`config.mk`:
```
export PLATFORM = sky130hd
export DESIGN_NAME = pinned_lru_record_pool_flat
export DESIGN_NICKNAME = d
export VERILOG_FILES = /design/src/hw/rtl/plrp_pkg.sv /design/src/hw/rtl/plrp_cmd_if.sv /design/src/hw/rtl/plrp_res_if.sv /design/src/hw/rtl/plrp_cfg_if.sv /design/src/hw/rtl/plrp_ram.sv /design/src/hw/rtl/plrp_ctrl.sv /design/src/hw/rtl/plrp_datapath.sv /design/src/hw/rtl/pinned_lru_record_pool.sv /design/src/flat_wrapper.sv
export VERILOG_INCLUDE_DIRS = /design/src /design/src/hw/rtl
export SDC_FILE = /design/constraint.sdc
export NUM_CORES = 2
export LEC_CHECK = 0
export ABC_AREA = 0
export BUFFER_PORTS_ARGS = -buffer_cell sky130_fd_sc_hd__buf_2
export CAP_MARGIN = 20
export CORE_ASPECT_RATIO = 1.1
export CORE_MARGIN = 10
export CORE_UTILIZATION = 25
export CTS_CLUSTER_DIAMETER = 60
export DETAILED_ROUTE_END_ITERATION = 7
export GPL_ROUTABILITY_DRIVEN = 1
export SYNTH_ARGS = -nofsm -noshare
export SYNTH_HDL_FRONTEND = slang
export SYNTH_SLANG_ARGS = --single-unit
```
`constraint.sdc`:
```
create_clock -name i_clk -period 18.1 [get_ports i_clk]
set_clock_uncertainty 0.2 [all_clocks]
set_input_delay 0.905 -clock i_clk [delete_from_list [all_inputs] [get_ports i_clk]]
set_output_delay 0.905 -clock i_clk [all_outputs]
set_load 0.1 [all_outputs]
```
`src/hw/rtl/pinned_lru_record_pool_macros.svh`:
```
// ----------------------------------------------------------------------------
// pinned lru record pool assertion macros
// shared concurrent assertion forms used by the controller and datapath
// ----------------------------------------------------------------------------
`ifndef PINNED_LRU_RECORD_POOL_MACROS_SVH
`define PINNED_LRU_RECORD_POOL_MACROS_SVH

// same-cycle implication, disabled while reset is asserted
`define PLRP_ASSERT_IMP(lbl, clk, rst_n, ante, cons) \
    lbl: assert property (@(posedge clk) disable iff (!(rst_n)) (ante) |-> (cons)) \
        else $error("plrp assertion failed");

// next-cycle implication, disabled while reset is asserted
`define PLRP_ASSERT_NXT(lbl, clk, rst_n, ante, cons) \
    lbl: assert property (@(posedge clk) disable iff (!(rst_n)) (ante) |=> (cons)) \
        else $error("plrp assertion failed");

`endif

```
`src/hw/rtl/plrp_pkg.sv`:
```
// ----------------------------------------------------------------------------
// plrp_pkg
// types and constants shared by the record pool controller and datapath
// ----------------------------------------------------------------------------
`default_nettype none

package plrp_pkg;

    localparam int REC_W   = 8;
    localparam int COUNT_W = 9;
    localparam int OP_W    = 2;

    typedef enum logic [OP_W-1:0] {
        OP_ADD     = 2'd0,
        OP_FREE    = 2'd1,
        OP_ENQUEUE = 2'd2,
        OP_DEQUEUE = 2'd3
    } t_opcode;

    typedef enum logic {
        ST_IDLE = 1'b0,
        ST_EXEC = 1'b1
    } t_state;

    // controller to datapath
    typedef struct packed {
        logic accept;
        logic commit;
    } t_ctrl_cmd;

    // datapath to controller
    typedef struct packed {
        logic out_free;
    } t_dp_status;

endpackage

`default_nettype wire

```
`src/hw/rtl/plrp_cmd_if.sv`:
```
// ----------------------------------------------------------------------------
// plrp_cmd_if
// operation channel: opcode and record index with valid/ready
// ----------------------------------------------------------------------------
`default_nettype none

interface plrp_cmd_if;
    logic       valid;
    logic       ready;
    logic [1:0] opcode;
    logic [7:0] record;

    modport source (output valid, output opcode, output record, input ready);
    modport sink   (input valid, input opcode, input record, output ready);
endinterface

`default_nettype wire

```
`src/hw/rtl/plrp_res_if.sv`:
```
// ----------------------------------------------------------------------------
// plrp_res_if
// result channel: eviction report, used count and queue state with valid/ready
// ----------------------------------------------------------------------------
`default_nettype none

interface plrp_res_if;
    logic       valid;
    logic       ready;
    logic       evict_valid;
    logic [7:0] evicted_record;
    logic [8:0] used_count;
    logic       queue_empty;

    modport source (output valid, output evict_valid, output evicted_record,
                    output used_count, output queue_empty, input ready);
    modport sink   (input valid, input evict_valid, input evicted_record,
                    input used_count, input queue_empty, output ready);
endinterface

`default_nettype wire

```
`src/hw/rtl/plrp_cfg_if.sv`:
```
// ----------------------------------------------------------------------------
// plrp_cfg_if
// configuration write channel for the target size register
// ----------------------------------------------------------------------------
`default_nettype none

interface plrp_cfg_if;
    logic       valid;
    logic       ready;
    logic [8:0] target_size;

    modport source (output valid, output target_size, input ready);
    modport sink   (input valid, input target_size, output ready);
endinterface

`default_nettype wire

```
`src/hw/rtl/plrp_ram.sv`:
```
// ----------------------------------------------------------------------------
// plrp_ram
// generic one-write one-read ram with registered read data
// ----------------------------------------------------------------------------
`default_nettype none

module plrp_ram #(
    parameter int WIDTH = 8,
    parameter int DEPTH = 256
) (
    input  logic                     i_clk,
    input  logic                     i_we,
    input  logic [$clog2(DEPTH)-1:0] i_waddr,
    input  logic [WIDTH-1:0]         i_wdata,
    input  logic                     i_re,
    input  logic [$clog2(DEPTH)-1:0] i_raddr,
    output logic [WIDTH-1:0]         o_rdata
);

    logic [WIDTH-1:0] r_mem [DEPTH];
    logic [WIDTH-1:0] r_rdata;

    always_ff @(posedge i_clk) begin
        if (i_we) begin
            r_mem[i_waddr] <= i_wdata;
        end
        if (i_re) begin
            r_rdata <= r_mem[i_raddr];
        end
    end

    assign o_rdata = r_rdata;

endmodule

`default_nettype wire

```
`src/hw/rtl/plrp_ctrl.sv`:
```
// ----------------------------------------------------------------------------
// plrp_ctrl
// two-state sequencer: accept an operation, then commit it to the datapath
// ----------------------------------------------------------------------------
`default_nettype none

`include "pinned_lru_record_pool_macros.svh"

module plrp_ctrl (
    input  logic                  i_clk,
    input  logic                  i_rst_n,
    input  logic                  i_valid,
    output logic                  o_ready,
    output plrp_pkg::t_ctrl_cmd   o_cmd,
    input  plrp_pkg::t_dp_status  i_status
);

    import plrp_pkg::*;

    t_state r_state;
    t_state n_state;

    always_ff @(posedge i_clk) begin
        if (!i_rst_n) begin
            r_state <= ST_IDLE;
        end else begin
            r_state <= n_state;
        end
    end

    always_comb begin
        n_state = r_state;
        unique case (r_state)
            ST_IDLE: begin
                if (i_valid) begin
                    n_state = ST_EXEC;
                end
            end
            ST_EXEC: begin
                // hold until the result register can take the beat
                if (i_status.out_free) begin
                    n_state = ST_IDLE;
                end
            end
        endcase
    end

    always_comb begin
        o_ready      = 1'b0;
        o_cmd.accept = 1'b0;
        o_cmd.commit = 1'b0;
        unique case (r_state)
            ST_IDLE: begin
                o_ready      = 1'b1;
                o_cmd.accept = i_valid;
            end
            ST_EXEC: begin
                o_cmd.commit = i_status.out_free;
            end
        endcase
    end

    `PLRP_ASSERT_NXT(a_accept_to_exec, i_clk, i_rst_n, o_cmd.accept, r_state == ST_EXEC)
    `PLRP_ASSERT_NXT(a_commit_to_idle, i_clk, i_rst_n, o_cmd.commit, r_state == ST_IDLE)
    `PLRP_ASSERT_IMP(a_no_accept_commit, i_clk, i_rst_n, 1'b1, !(o_ready && o_cmd.commit))

endmodule

`default_nettype wire

```
`src/hw/rtl/plrp_datapath.sv`:
```
// ----------------------------------------------------------------------------
// plrp_datapath
// link memories, queue end registers, used count and result register
// ----------------------------------------------------------------------------
`default_nettype none

`include "pinned_lru_record_pool_macros.svh"

module plrp_datapath #(
    parameter int RECORDS = 256
) (
    input  logic                  i_clk,
    input  logic                  i_rst_n,
    input  plrp_pkg::t_ctrl_cmd   i_cmd,
    output plrp_pkg::t_dp_status  o_status,
    input  logic [1:0]            i_opcode,
    input  logic [7:0]            i_record,
    plrp_cfg_if.sink              i_cfg,
    plrp_res_if.source            o_res
);

    import plrp_pkg::*;

    localparam int AW = $clog2(RECORDS);
    localparam logic [31:0] RECORDS_U = 32'(RECORDS);
    localparam logic [COUNT_W-1:0] COUNT_LIMIT = COUNT_W'((RECORDS < 511) ? RECORDS : 511);

    function automatic logic rec_ok(input logic [REC_W-1:0] v);
        return 32'(v) < RECORDS_U;
    endfunction

    // architectural state
    logic [COUNT_W-1:0] r_target;
    logic [REC_W-1:0]   r_head;
    logic [REC_W-1:0]   r_tail;
    logic               r_empty;
    logic [COUNT_W-1:0] r_count;
    t_opcode            r_op;
    logic [REC_W-1:0]   r_rec;

    logic [REC_W-1:0]   n_head;
    logic [REC_W-1:0]   n_tail;
    logic               n_empty;
    logic [COUNT_W-1:0] n_count;

    // result register
    logic               r_out_valid;
    logic               r_out_evict;
    logic [REC_W-1:0]   r_out_rec;
    logic [COUNT_W-1:0] r_out_count;
    logic               r_out_empty;

    logic               ev_valid;
    logic [REC_W-1:0]   ev_rec;
    logic [COUNT_W-1:0] count_inc;
    logic [COUNT_W-1:0] count_dec;

    // link memory ports
    logic               nx_we;
    logic [AW-1:0]      nx_waddr;
    logic [REC_W-1:0]   nx_wdata;
    logic [AW-1:0]      nx_raddr;
    logic [REC_W-1:0]   nx_q;
    logic               pv_we;
    logic [AW-1:0]      pv_waddr;
    logic [REC_W-1:0]   pv_wdata;
    logic [AW-1:0]      pv_raddr;
    logic [REC_W-1:0]   pv_q;

    plrp_ram #(.WIDTH(REC_W), .DEPTH(RECORDS)) u_next_ram (
        .i_clk   (i_clk),
        .i_we    (nx_we),
        .i_waddr (nx_waddr),
        .i_wdata (nx_wdata),
        .i_re    (i_cmd.accept),
        .i_raddr (nx_raddr),
        .o_rdata (nx_q)
    );

    plrp_ram #(.WIDTH(REC_W), .DEPTH(RECORDS)) u_prev_ram (
        .i_clk   (i_clk),
        .i_we    (pv_we),
        .i_waddr (pv_waddr),
        .i_wdata (pv_wdata),
        .i_re    (i_cmd.accept),
        .i_raddr (pv_raddr),
        .o_rdata (pv_q)
    );

    // add looks up the successor of the head, dequeue the links of its record
    assign nx_raddr = (t_opcode'(i_opcode) == OP_ADD) ? AW'(r_head) : AW'(i_record);
    assign pv_raddr = AW'(i_record);

    assign count_inc = (r_count < COUNT_LIMIT) ? r_count + COUNT_W'(1) : r_count;
    assign count_dec = (r_count != '0) ? r_count - COUNT_W'(1) : r_count;

    always_comb begin
        n_head   = r_head;
        n_tail   = r_tail;
        n_empty  = r_empty;
        n_count  = r_count;
        ev_valid = 1'b0;
        ev_rec   = '0;
        nx_we    = 1'b0;
        nx_waddr = '0;
        nx_wdata = '0;
        pv_we    = 1'b0;
        pv_waddr = '0;
        pv_wdata = '0;

        // enqueue links the old tail forward during the accept cycle
        if (i_cmd.accept && t_opcode'(i_opcode) == OP_ENQUEUE && rec_ok(i_record)
            && !r_empty && rec_ok(r_tail)) begin
            nx_we    = 1'b1;
            nx_waddr = AW'(r_tail);
            nx_wdata = i_record;
        end

        if (i_cmd.commit) begin
            unique case (r_op)
                OP_ADD: begin
                    n_count = count_inc;
                    if (count_inc > r_target && !r_empty) begin
                        ev_valid = 1'b1;
                        ev_rec   = r_head;
                        n_count  = (count_inc != '0) ? count_inc - COUNT_W'(1) : count_inc;
                        if (rec_ok(r_head)) begin
                            if (r_head == r_tail) begin
                                n_empty = 1'b1;
                                n_head  = '0;
                                n_tail  = '0;
                            end else begin
                                n_head = nx_q;
                            end
                        end
                    end
                end
                OP_FREE: begin
                    n_count = count_dec;
                end
                OP_ENQUEUE: begin
                    if (rec_ok(r_rec)) begin
                        pv_we    = 1'b1;
                        pv_waddr = AW'(r_rec);
                        pv_wdata = r_tail;
                        nx_we    = 1'b1;
                        nx_waddr = AW'(r_rec);
                        // re-enqueue of the tail ends up pointing at itself
                        nx_wdata = (!r_empty && r_tail == r_rec) ? r_rec : '0;
                        if (r_empty) begin
                            n_head = r_rec;
                        end
                        n_tail  = r_rec;
                        n_empty = 1'b0;
                    end
                end
                OP_DEQUEUE: begin
                    if (!r_empty && rec_ok(r_rec)) begin
                        priority if (r_head == r_rec && r_tail == r_rec) begin
                            n_empty = 1'b1;
                            n_head  = '0;
                            n_tail  = '0;
                        end else if (r_head == r_rec) begin
                            n_head = nx_q;
                        end else if (r_tail == r_rec) begin
                            n_tail = pv_q;
                        end else begin
                            // middle record: splice its neighbors together
                            if (rec_ok(nx_q)) begin
                                pv_we    = 1'b1;
                                pv_waddr = AW'(nx_q);
                                pv_wdata = pv_q;
                            end
                            if (rec_ok(pv_q)) begin
                                nx_we    = 1'b1;
                                nx_waddr = AW'(pv_q);
                                nx_wdata = nx_q;
                            end
                        end
                    end
                end
            endcase
        end
    end

    always_ff @(posedge i_clk) begin
        if (!i_rst_n) begin
            r_target    <= COUNT_W'(256);
            r_head      <= '0;
            r_tail      <= '0;
            r_empty     <= 1'b1;
            r_count     <= '0;
            r_out_valid <= 1'b0;
        end else begin
            if (i_cfg.valid) begin
                r_target <= i_cfg.target_size;
            end
            r_head  <= n_head;
            r_tail  <= n_tail;
            r_empty <= n_empty;
            r_count <= n_count;
            if (i_cmd.commit) begin
                r_out_valid <= 1'b1;
            end else if (o_res.ready) begin
                r_out_valid <= 1'b0;
            end
        end
    end

    always_ff @(posedge i_clk) begin
        if (i_cmd.accept) begin
            r_op  <= t_opcode'(i_opcode);
            r_rec <= i_record;
        end
        if (i_cmd.commit) begin
            r_out_evict <= ev_valid;
            r_out_rec   <= ev_rec;
            r_out_count <= n_count;
            r_out_empty <= n_empty;
        end
    end

    assign i_cfg.ready       = 1'b1;
    assign o_status.out_free = !r_out_valid || o_res.ready;

    assign o_res.valid          = r_out_valid;
    assign o_res.evict_valid    = r_out_evict;
    assign o_res.evicted_record = r_out_rec;
    assign o_res.used_count     = r_out_count;
    assign o_res.queue_empty    = r_out_empty;

    `PLRP_ASSERT_IMP(a_count_limit, i_clk, i_rst_n, 1'b1, r_count <= COUNT_LIMIT)
    `PLRP_ASSERT_IMP(a_empty_ends_zero, i_clk, i_rst_n, r_empty, r_head == '0 && r_tail == '0)
    `PLRP_ASSERT_IMP(a_no_evict_rec_zero, i_clk, i_rst_n, r_out_valid && !r_out_evict, r_out_rec == '0)
    `PLRP_ASSERT_NXT(a_commit_sets_valid, i_clk, i_rst_n, i_cmd.commit, r_out_valid)

endmodule

`default_nettype wire

```
`src/hw/rtl/pinned_lru_record_pool.sv`:
```
// ----------------------------------------------------------------------------
// pinned_lru_record_pool
// record pool with used count and an evictable queue kept oldest first
// ----------------------------------------------------------------------------
// Each operation is accepted and then committed: the cycle it is accepted reads
// the next and prev link memories (one read port each), and the commit cycle
// writes the links back, updates head, tail and used count and loads the result
// register. A new operation is accepted in the cycle after that, so the pool
// takes no new operation before the last one is committed; a stalled result
// holds the commit cycle until the result register frees up. The target size
// register may be written at any time the pool is idle and resets to 256.
`default_nettype none

module pinned_lru_record_pool #(
    parameter int RECORDS = 256
) (
    input  logic         i_clk,
    input  logic         i_rst_n,
    plrp_cmd_if.sink     i_cmd,
    plrp_cfg_if.sink     i_cfg,
    plrp_res_if.source   o_res
);

    import plrp_pkg::*;

    t_ctrl_cmd  w_cmd;
    t_dp_status w_status;
    logic       w_ready;

    plrp_ctrl u_ctrl (
        .i_clk    (i_clk),
        .i_rst_n  (i_rst_n),
        .i_valid  (i_cmd.valid),
        .o_ready  (w_ready),
        .o_cmd    (w_cmd),
        .i_status (w_status)
    );

    plrp_datapath #(.RECORDS(RECORDS)) u_datapath (
        .i_clk    (i_clk),
        .i_rst_n  (i_rst_n),
        .i_cmd    (w_cmd),
        .o_status (w_status),
        .i_opcode (i_cmd.opcode),
        .i_record (i_cmd.record),
        .i_cfg    (i_cfg),
        .o_res    (o_res)
    );

    assign i_cmd.ready = w_ready;

endmodule

`default_nettype wire
```
`src/flat_wrapper.sv`:
```
// flat-port wrapper written by rule: the top's interface ports become plain ports
module pinned_lru_record_pool_flat import plrp_pkg::*;
#(
    parameter int RECORDS = 256
)
  (i_clk, i_rst_n, i_cmd_valid, i_cmd_opcode, i_cmd_record, i_cmd_ready, i_cfg_valid, i_cfg_target_size, i_cfg_ready, o_res_valid, o_res_evict_valid, o_res_evicted_record, o_res_used_count, o_res_queue_empty, o_res_ready);
  plrp_cmd_if i_cmd_i ();
  plrp_cfg_if i_cfg_i ();
  plrp_res_if o_res_i ();
  input  logic i_clk;
  input  logic i_rst_n;
  input wire logic [$bits(i_cmd_i.valid)-1:0] i_cmd_valid;
  input wire logic [$bits(i_cmd_i.opcode)-1:0] i_cmd_opcode;
  input wire logic [$bits(i_cmd_i.record)-1:0] i_cmd_record;
  output wire logic [$bits(i_cmd_i.ready)-1:0] i_cmd_ready;
  input wire logic [$bits(i_cfg_i.valid)-1:0] i_cfg_valid;
  input wire logic [$bits(i_cfg_i.target_size)-1:0] i_cfg_target_size;
  output wire logic [$bits(i_cfg_i.ready)-1:0] i_cfg_ready;
  output wire logic [$bits(o_res_i.valid)-1:0] o_res_valid;
  output wire logic [$bits(o_res_i.evict_valid)-1:0] o_res_evict_valid;
  output wire logic [$bits(o_res_i.evicted_record)-1:0] o_res_evicted_record;
  output wire logic [$bits(o_res_i.used_count)-1:0] o_res_used_count;
  output wire logic [$bits(o_res_i.queue_empty)-1:0] o_res_queue_empty;
  input wire logic [$bits(o_res_i.ready)-1:0] o_res_ready;
  assign i_cmd_i.valid = i_cmd_valid;
  assign i_cmd_i.opcode = i_cmd_opcode;
  assign i_cmd_i.record = i_cmd_record;
  assign i_cmd_ready = i_cmd_i.ready;
  assign i_cfg_i.valid = i_cfg_valid;
  assign i_cfg_i.target_size = i_cfg_target_size;
  assign i_cfg_ready = i_cfg_i.ready;
  assign o_res_valid = o_res_i.valid;
  assign o_res_evict_valid = o_res_i.evict_valid;
  assign o_res_evicted_record = o_res_i.evicted_record;
  assign o_res_used_count = o_res_i.used_count;
  assign o_res_queue_empty = o_res_i.queue_empty;
  assign o_res_i.ready = o_res_ready;
  pinned_lru_record_pool #(.RECORDS(RECORDS)) u_core (.i_clk(i_clk), .i_rst_n(i_rst_n), .i_cmd(i_cmd_i), .i_cfg(i_cfg_i), .o_res(o_res_i));
endmodule
```
==> results.yml <==
outcome:
  status: "finished, violations left"
  failed_checks: "max-slew violations"
routing:
  wirelength_mm: 452.4
  num_vias: 87630
  dr.pass1.iters: 6
  vias_per_cell: 4.785
  drc_errors: 0
  antenna_left: 0
  drtIter0Drc: 10750
  wl_per_cell_um: 24.70
cells_and_area:
  area_delta_synth_final_pct: 14.79
  finalNetCount: 9168
  drive_above_1_share: 0.1895
  fin_cells: 18310
  final_area_mm2: 0.1892
  final_util: 0.2881
grt:
  grt.overflow.total: 0
  grt_max_degree: 237
  grt.total_usage: 0.1250
  antenna_found_initial: 32
  grt_pass1_wl_mm: 646.5
  grt_pass1_vias: 86070
logic_synthesis:
  synth_cell_types: 101
  ys_top_cells_by_count: "4141 x edfxtp_1, 1203 x nand2_1, 821 x mux4_2, 572 x nor2_1, 354 x nand3_1"
  synth-seq-cells: 4178
  netlist_instances: 9044
  synth_area_leader_cell: "edfxtp_1"
  yosysWarnings: 0
  synth_fp_nets: 9077
  synth_top_flop_cell: "edfxtp_1"
  netlist_area_mm2: 0.1648
  synth_edf_count: 4141
  yosysMostFrequentCell: "edfxtp_1"
  yosysSeqAreaShare: 0.7591
  synthTopCellsByArea: "edfxtp_1 75%, mux4_2 11%, nand2_1 2.7%"
  synthArstFlopShare: 0
  synth_top_area_frac: 0.7546
  synth_area_per_cell_um2: 18.22
clocking:
  clock_path_buffers: 4
  h-tree-depth: 5
  cts-resized-gates: 0
  cts_num_sinks: 4178
  cts-root-buf: "clkbuf_16"
  cts_tree: "built"
  insertion_delay_ns: 1.01
  cts_buffers: 429
  path_clk_slew_ns: 0.07
timing:
  maxSlewViolCount: 90
  relSlewSlack: -0.1197
  holdWs_ns: 0.1386
  setup_slack_ns: 11.54
  min_period_ns: 6.560
  rsz0062_at_grt: "no"
  setup_viol: 0
  worstMarginPinSlew_ns: 1.680
  max_freq_ghz: 0.1524
  setup-tns-final_ns: 0
  fin_crit_sh: 0.3624
  hold_viol_final: 0
pwr:
  p_clk_frac: 0.427
  power_frac_seq: 0.527
  p_total_mw: 20.01
  p_sw_mw: 4.344
  leakagePower_nw: 62.91
  netSwitchingFraction: 0.2171
  internal_power_mw: 15.67
  share_comb_of_total_power: 0.045
  ir_drop_uv: 88.91
  powerDensity_mw_per_mm2: 105.8
worst_setup_path:
  crit_fanout: 48
  worstPathArrival_ns: 7.17
  worstPathRequired_ns: 18.71
  crit_type: "register to register"
  startpoint_type: "register"
  end_kind: "register"
place:
  dp.cells: 17480
  placed_cell_area_mm2: 0.1754
  place_congestion: 0.8169
  detailed_place_hpwl_mm: 264.2
  port_buffers: 44
  place_ws_ns: 11.17
floorplanning:
  start_util: 0.2510
  coreArea_mm2: 0.6566
  chipHeight_um: 871.5
  pin_count: 46
  die-width_um: 794.1
  num_rows: 312
  die_area_mm2: 0.6920
min_path:
  hp-class: "input port to register"
run:
  drv_cap: 0
==> cells in the final DEF (no fill, tap or decap), types with 23 or more instances in the layout <==
master and count:
edfxtp_1 4141, nand2_1 1187, mux4_2 821, nor2_1 565, clkbuf_16 436, nand3_1 353, buf_4 162, a31oi_1 153
mux2i_1 149, clkinv_1 104, a211oi_1 103, and3_1 102, clkbuf_1 100, nand4_1 85, a32oi_1 75, clkinv_2 72
o21ai_0 47, a21oi_1 46, buf_2 41, dfxtp_1 37, a22oi_1 34, diode_2 32, nand2_2 31, a311oi_1 31
bufinv_16 31, inv_1 28, nor4_1 27, a221oi_1 23
==> power groups by stage <==
| stage | clock [mW] | sequential (mW) | combinational, mW |
|---|---|---|---|
| after floorplan | 0 | 10.8 | 0.557 |
| after global placement | 0 | 10.8 | 0.899 |
| after detailed placement | 0 | 10.8 | 0.902 |
| after CTS | 8.67 | 10.5 | 0.907 |
| after global routing | 9.06 | 10.5 | 0.952 |
| final | 8.55 | 10.6 | 0.906 |
==> registers in the layout (all words and copies together), names as in the netlist, 9 cells and up <==
register                            flops
u_core.u_datapath.o_res.used_count      9
u_core.u_datapath.r_target              9
u_core.u_datapath.r_count               9
u_core.u_datapath.u_next_ram.r_mem   2048
u_core.u_datapath.u_prev_ram.r_mem   2048
==> what timing repair did <==
action | 4_1_cts | 5_1_grt
setup endpoints to repair | 0 | 0
hold buffers | 12 | 0
endpoints found under the hold margin | 12 | 0
setup buffers | 0 | 0
==> area by class of cell <==
cell class | instances | area [µm²]
antenna | 32 | 80.08
clock buffer | 536 | 11290
clock inverter | 249 | 2167
fill | 64570 | 467500
inverter | 31 | 123.9
multi-input combinational | 4252 | 37370
sequential | 4178 | 125100
tap | 8792 | 11000
timing repair buffer | 243 | 2034
==> routing by layer <==
metal	GRT usage	vias up	part of all wire
met5	0	-	0.00027
met4	0.04234	16	0.035
met3	0.02714	791	0.087
met2	0.2007	4050	0.47
met1	0.1676	46240	0.40
li1	-	36540	-
==> worst paths after layout <==
check	startpoint	endpoint	slack [ns]	depth (start not counted)
hold reg to reg	u_core.u_datapath.r_target[1]	u_core.u_datapath.r_target[1]	0.30	2
setup / recovery	u_core.u_datapath.r_head[1]	u_core.u_datapath.u_next_ram.o_rdata[1]	11.54	10
setup reg to reg	u_core.u_datapath.r_head[1]	u_core.u_datapath.u_next_ram.o_rdata[1]	11.54	10
hold / removal	i_cfg_valid	u_core.u_datapath.r_target[8]	0.14	2
==> kinds of logic (layout without fill, tap and decap cells) <==
| family | Yosys count | in the layout | synth area share |
|---|---|---|---|
| AOI/OAI and AO/OA | 713 | 713 | 0.03210 |
| xor gates and xnor gates | 34 | 34 | 0.001944 |
| adders and majority gates | 9 | 9 | 0.0006834 |
| buffers and inverters | 614 | 1059 | 0.01705 |
| DFF | 4178 | 4178 | 0.7591 |
| muxes | 985 | 985 | 0.1223 |
| other | 1 | 33 | 0.00002276 |
| and+or+nand+nor | 2510 | 2510 | 0.06680 |
==> critical path, cell delays in order (launching register included) <==
cell,delay [ns]
dfxtp_1,0.75
or3b_2,0.66
nand2_4,0.55
buf_4,0.62
buf_4,0.70
buf_4,0.69
mux4_2,0.32
nand2_1,0.06
a311oi_1,0.99
nor4_1,0.33
nor4_1,0.30
(Power assumes the default switching activity.)
